$ cat config.mk
export PLATFORM = sky130hd
export DESIGN_NAME = hch_ctrl
export DESIGN_NICKNAME = d
export VERILOG_FILES = /design/src/hch_pkg.sv /design/src/hch_ctrl.sv
export SDC_FILE = /design/constraint.sdc
export NUM_CORES = 1
export LEC_CHECK = 0
export ABC_AREA = 1
export BUFFER_PORTS_ARGS = -buffer_cell sky130_fd_sc_hd__buf_4
export CAP_MARGIN = 20
export CORE_AREA = 2 2 39 41
export DETAILED_ROUTE_END_ITERATION = 10
export DIE_AREA = 0 0 41 43
export MAX_ROUTING_LAYER = met4
export PLACE_DENSITY = 0.36
export SYNTH_ARGS = -nofsm -noshare
export SYNTH_HDL_FRONTEND = slang
export SYNTH_SLANG_ARGS = --single-unit
$ cat constraint.sdc
create_clock -name clk -period 1 [get_ports clk]
set_input_delay 0.15 -clock clk [delete_from_list [all_inputs] [get_ports clk]]
set_output_delay 0.15 -clock clk [all_outputs]
set_load 0.05 [all_outputs]
$ cat src/hch_pkg.sv
`timescale 1ns / 1ps
// ----------------------------------------------------------------------------
// hch_pkg
// Shared sizes, opcodes, controller/datapath bundles and helper functions
// for the HSV color histogram unit.
// ----------------------------------------------------------------------------
package hch_pkg;

  // Histogram geometry
  localparam int LEVELS      = 16;
  localparam int COUNT_WIDTH = 16;
  localparam int LVL_W       = $clog2(LEVELS);
  localparam int NUM_BINS    = LEVELS * LEVELS * LEVELS;
  localparam int BIN_W       = $clog2(NUM_BINS);
  localparam int PROD_W      = 8 + LVL_W + 1;

  // Port field widths
  localparam int OPCODE_W = 2;
  localparam int CHAN_W   = 8;
  localparam int INDEX_W  = 12;
  localparam int OUT_W    = 16;

  // Width for range compares of the read index
  localparam int CMP_W = ((BIN_W > INDEX_W) ? BIN_W : INDEX_W) + 1;
  // Width for saturating a count onto the output field
  localparam int SAT_W = (COUNT_WIDTH > OUT_W) ? COUNT_WIDTH : OUT_W;

  localparam logic [OPCODE_W-1:0] OP_ADD   = 2'd0;
  localparam logic [OPCODE_W-1:0] OP_READ  = 2'd1;
  localparam logic [OPCODE_W-1:0] OP_CLEAR = 2'd2;

  localparam logic [COUNT_WIDTH-1:0] COUNT_MAX = {COUNT_WIDTH{1'b1}};
  localparam logic [BIN_W-1:0]       BIN_LAST  = BIN_W'(NUM_BINS - 1);

  typedef logic [COUNT_WIDTH-1:0] count_t;
  typedef logic [BIN_W-1:0]       bin_addr_t;

  // Controller -> datapath
  typedef struct packed {
    logic load;      // capture item fields
    logic sel_read;  // item is a bin read (else a pixel add)
    logic mem_rd;    // read the addressed bin
    logic mem_inc;   // write back the incremented count
    logic clr_init;  // restart the clear sweep
    logic clr_wr;    // zero one bin of the sweep
  } hch_cmd_t;

  // Datapath -> controller
  typedef struct packed {
    logic clr_last;  // sweep is at the last bin
  } hch_sts_t;

  // level = byte * LEVELS / 256
  function automatic logic [LVL_W-1:0] quantize(input logic [CHAN_W-1:0] b);
    logic [PROD_W-1:0] p;
    p = PROD_W'(b) * PROD_W'(LEVELS);
    return p[8 +: LVL_W];
  endfunction

  function automatic bin_addr_t pixel_bin(input logic [CHAN_W-1:0] h,
                                          input logic [CHAN_W-1:0] s,
                                          input logic [CHAN_W-1:0] v);
    bin_addr_t hs;
    hs = BIN_W'(quantize(h)) * BIN_W'(LEVELS) + BIN_W'(quantize(s));
    return hs * BIN_W'(LEVELS) + BIN_W'(quantize(v));
  endfunction

  function automatic bin_addr_t index_to_addr(input logic [INDEX_W-1:0] idx);
    logic [CMP_W-1:0] w;
    w = CMP_W'(idx);
    return w[BIN_W-1:0];
  endfunction

  function automatic logic index_in_range(input logic [INDEX_W-1:0] idx);
    return CMP_W'(idx) < CMP_W'(NUM_BINS);
  endfunction

  function automatic logic [OUT_W-1:0] count_to_out(input count_t c);
    logic [SAT_W-1:0] w;
    w = SAT_W'(c);
    if (w > SAT_W'({OUT_W{1'b1}})) begin
      return {OUT_W{1'b1}};
    end
    return w[OUT_W-1:0];
  endfunction

endpackage

$ cat src/hch_ctrl.sv
`timescale 1ns / 1ps
// ----------------------------------------------------------------------------
// hch_ctrl
// Sequencer: clear sweep, bin read, increment/readout and item acceptance.
// ----------------------------------------------------------------------------
module hch_ctrl (
  input  logic                     clk,
  input  logic                     rst,
  input  logic                     start,
  input  logic [hch_pkg::OPCODE_W-1:0] opcode,
  input  hch_pkg::hch_sts_t        sts,
  output hch_pkg::hch_cmd_t        cmd,
  output logic                     busy,
  output logic                     result_valid
);
  import hch_pkg::*;

  localparam logic [1:0] ST_CLEAR  = 2'd0;
  localparam logic [1:0] ST_IDLE   = 2'd1;
  localparam logic [1:0] ST_READ   = 2'd2;
  localparam logic [1:0] ST_UPDATE = 2'd3;

  logic [1:0] state, state_next;
  logic       rd_pend, rd_pend_next;
  logic       accept;

  assign busy   = (state == ST_CLEAR) || (state == ST_READ);
  assign accept = start && !busy;

  always_comb begin
    state_next   = state;
    rd_pend_next = rd_pend;
    cmd          = '0;
    result_valid = 1'b0;
    case (state)
      ST_CLEAR: begin
        cmd.clr_wr = 1'b1;
        if (sts.clr_last) begin
          state_next = ST_IDLE;
        end
      end
      ST_READ: begin
        cmd.mem_rd = 1'b1;
        state_next = ST_UPDATE;
      end
      ST_UPDATE: begin
        cmd.mem_inc  = !rd_pend;
        result_valid = rd_pend;
        state_next   = ST_IDLE;
      end
      default: begin
        state_next = ST_IDLE;
      end
    endcase
    // new item may enter in idle or in the write-back cycle
    if (accept) begin
      case (opcode)
        OP_ADD: begin
          cmd.load     = 1'b1;
          rd_pend_next = 1'b0;
          state_next   = ST_READ;
        end
        OP_READ: begin
          cmd.load     = 1'b1;
          cmd.sel_read = 1'b1;
          rd_pend_next = 1'b1;
          state_next   = ST_READ;
        end
        OP_CLEAR: begin
          cmd.clr_init = 1'b1;
          state_next   = ST_CLEAR;
        end
        default: begin
          state_next = ST_IDLE;
        end
      endcase
    end
  end

  always_ff @(posedge clk) begin
    if (rst) begin
      state   <= ST_CLEAR;
      rd_pend <= 1'b0;
    end else begin
      state   <= state_next;
      rd_pend <= rd_pend_next;
    end
  end

endmodule

==> results.md <==
* Buffer and inverter count on the worst path at 3
* Share of post-route cells with drive strength above 1 at 0.783
* First DRT Iteration DRCs at 0
* Total GRT Usage at 0.0832
* Routed vias at around 230
* Pwr dens at around 1200 nW/um^2
* Final Hold Violating Endpoints at 0
* Wire length per cell at between 8 and 9 um
* Critical Path Max Stage Delay at between 0.3 and 0.4 ns
* FF+latch count, synth at 3
* Req. time, crit path at 0.85 ns
* CTS H-tree lvls at 1
* Mapped cell area at ~170 um^2
* Setup CP Type: flop to output pin
* Final instance area at between 400 and 500 um^2
* CP cell instances: nand2_4 -> clkinv_2 -> nand2_4 -> inv_2 -> buf_8
* Syn Inst Count at 27
* Gr ovfl total at 0
* Crit. Startpoint: state[0]$_SDFFE_PP0P_
* Largest net degree at the start of global routing at 5
* Worst Setup EP: cmd[4]
* Setup crit start kind: flop
* # placed instances at 57
* DRC at 0
* Core Rows at 14
* Num CTS Buffers at 3
* Worst path arrival time at 1.00 ns
* Reg2reg start: state[0]$_SDFFE_PP0P_
* Max Freq at approximately 870 MHz
* Fin Hold WS at 0.0771 ns
* Largest delay share family, worst path: flip-flops
* Hold crit path type: primary input to flop
* Sequential share of the synthesized area at 0.345
* Final layout net count at 53
* CTS Buffer Depth at 2
* Placed wire-length estimate at around 430 um
* Sink Count at 3
* Overall Power at between 0.5 and 0.6 mW
* IO Count at 14
* Die Span Y at roughly 43 um
* Post-Place Cell Area at about 340 um^2
* Avg Vias per Cell at about 3.6
* Most frequent CP cell: nand2_4
* Post-synthesis cell type count at 13
* Worst IR drop on VDD at around 0.52 mV
* CP Capture Type: output pin
* MaxCap Viol Count at 0
* Status: finished with violations
* First-pass detailed-route iteration total at 1
* CTS tree: built
* Starting Density at 0.126
* FF-to-FF path depth at 6
* Synth warn at 0
* CORE AREA at 1380 um^2
* Slowest stage cell, crit path: dfxtp_4
* Clock-pin slew on the worst setup and hold paths at 0.04 ns
* Worst Skew at roughly 0.0022 ns
* Pre-CTS WS at 0.0125 ns
* Worst path depth at 5
* Least-Margin Pin Slew at between 0.15 and 0.2 ns
* Slew HR at 0.874
* Total wire length at roughly 530 um
* Gp weighted congestion at between 0.6 and 0.7
* Setup WS post-layout at -0.154 ns
* Area Overhead vs Synth at 159%
* FF-to-FF End: rd_pend$_SDFFE_PP0P_
* Failing checks: negative setup slack
* Syn_area_per_cell at 6.44 um^2
* Slew Viols, Final at 0
* Clock Latency Late Sink at around 0.24 ns
* Non-Filler Instances at 62
* Reg2reg setup slack at around 0.010 ns
* Fin crit share at 1.15
* CP max FO at 4
* Initial antenna violation count at 0
* Finished Core Util at 0.325
* Diodes inserted at 0
* Die width at 41 um
* Final number of setup-violating endpoints at 7
* First-pass GRT wire length at around 900 um
* Syn Nets at 33
* Die ar. at about 1800 um^2
* Final min period at approximately 1.2 ns
* Leakage at approximately 0.23 nW
* Root Buffer: clkbuf_4
* Port buffer count at 13
* RSZ-0062 raised after global routing: true
* Post-route antenna net violation count at 0
* Vias in the first global route at roughly 210
* Sum of negative setup slack at -0.940 ns
worst reg2reg max path, stage by stage (launching register included):
cell,delay [ns]
dfxtp_4,0.39
nand2_4,0.08
clkinv_2,0.06
nand2_4,0.04
buf_4,0.12
buf_4,0.12
a21oi_2,0.11
state kept, by name (all words and copies together), names as in the netlist:
| register | flops |
|---|---|
| rd_pend | 1 |
| state | 2 |
placed cells by master (no fill, tap or decap):
cell type   instances
clkbuf_1            1
o21bai_1            1
dfxtp_4             2
nor2_1              2
buf_8               2
nand2_1             1
inv_1               3
clkbuf_4            3
nand3_2             1
inv_2               1
inv_4               1
dfxtp_2             1
buf_6               6
nand2_4             4
inv_8               1
buf_4               7
clkinv_2            1
and3_2              1
a21oi_1             2
clkinvlp_4          2
nor3_4              2
a21oi_2             1
metal layers:
layer | share of wire | vias to the layer above | GRT usage | wire length (um)
met5 | 0 | - | - | 0
met4 | 0 | 0 | 0.0400 | 0
met3 | 0.10 | 0 | 0.0628 | 54
met2 | 0.49 | 14 | 0.106 | 259
met1 | 0.41 | 93 | 0.0929 | 219
li1 | - | 118 | - | -
where the power goes:
group          total, mW  internal [mW]  switching (mW)  leakage, nW
combinational      0.168         0.0665           0.101        0.184
clock              0.218          0.150          0.0681       0.0150
sequential         0.140          0.126          0.0144       0.0264
total              0.526          0.342           0.184        0.225
final cells by class:
| type | instances | area (um^2) |
|---|---|---|
| flip-flops and latches | 3 | 68.8 |
| clock buffers | 4 | 26.3 |
| well taps | 16 | 20.0 |
| fillers | 154 | 933 |
| inverters | 9 | 52.6 |
| multi-input cells | 15 | 133 |
| repair buffers | 15 | 150 |
what timing repair did:
action / 4_1_cts / 5_1_grt
gates resized for setup: 18 / 6
pin swaps: 3 / 1
gates cloned: 0 / 0
endpoints found under the setup margin: 8 / 9
hold buffers: 0 / 0
setup buffers: 1 / 0
cells in the mapped netlist, drive strengths merged:
| library cell | instances | area (um^2) |
|---|---|---|
| nor2 | 2 | 7.51 |
| clkinv | 1 | 3.75 |
| o21bai | 1 | 7.51 |
| dfxtp | 3 | 60.1 |
| nand3 | 1 | 5.00 |
| inv | 8 | 30.0 |
| nor3 | 2 | 10.0 |
| nand2 | 5 | 23.8 |
| a21oi | 3 | 18.8 |
| and3 | 1 | 7.51 |
cell families (layout without fill, tap and decap cells):
kind of cell / count (synthesis) / in the layout / share of synthesized area
AOI/OAI and AO/OA: 4 / 4 / 0.151
DFF: 3 / 3 / 0.345
buffers and inverters: 9 / 28 / 0.194
and+or+nand+nor: 11 / 11 / 0.309
worst min-delay path by stage:
stage,endpoint,slack [ns],depth (start not counted),start
2_1_floorplan,rd_pend$_SDFFE_PP0P_,0.21,1,rst
3_3_place_gp,rd_pend$_SDFFE_PP0P_,0.33,2,rst
3_5_place_dp,rd_pend$_SDFFE_PP0P_,0.33,2,rst
4_1_cts,rd_pend$_SDFFE_PP0P_,0.07,2,rst
5_1_grt,rd_pend$_SDFFE_PP0P_,0.08,2,rst
6_report,rd_pend$_SDFFE_PP0P_,0.08,2,rst
Note: power is estimated with default switching activity, not from simulation.
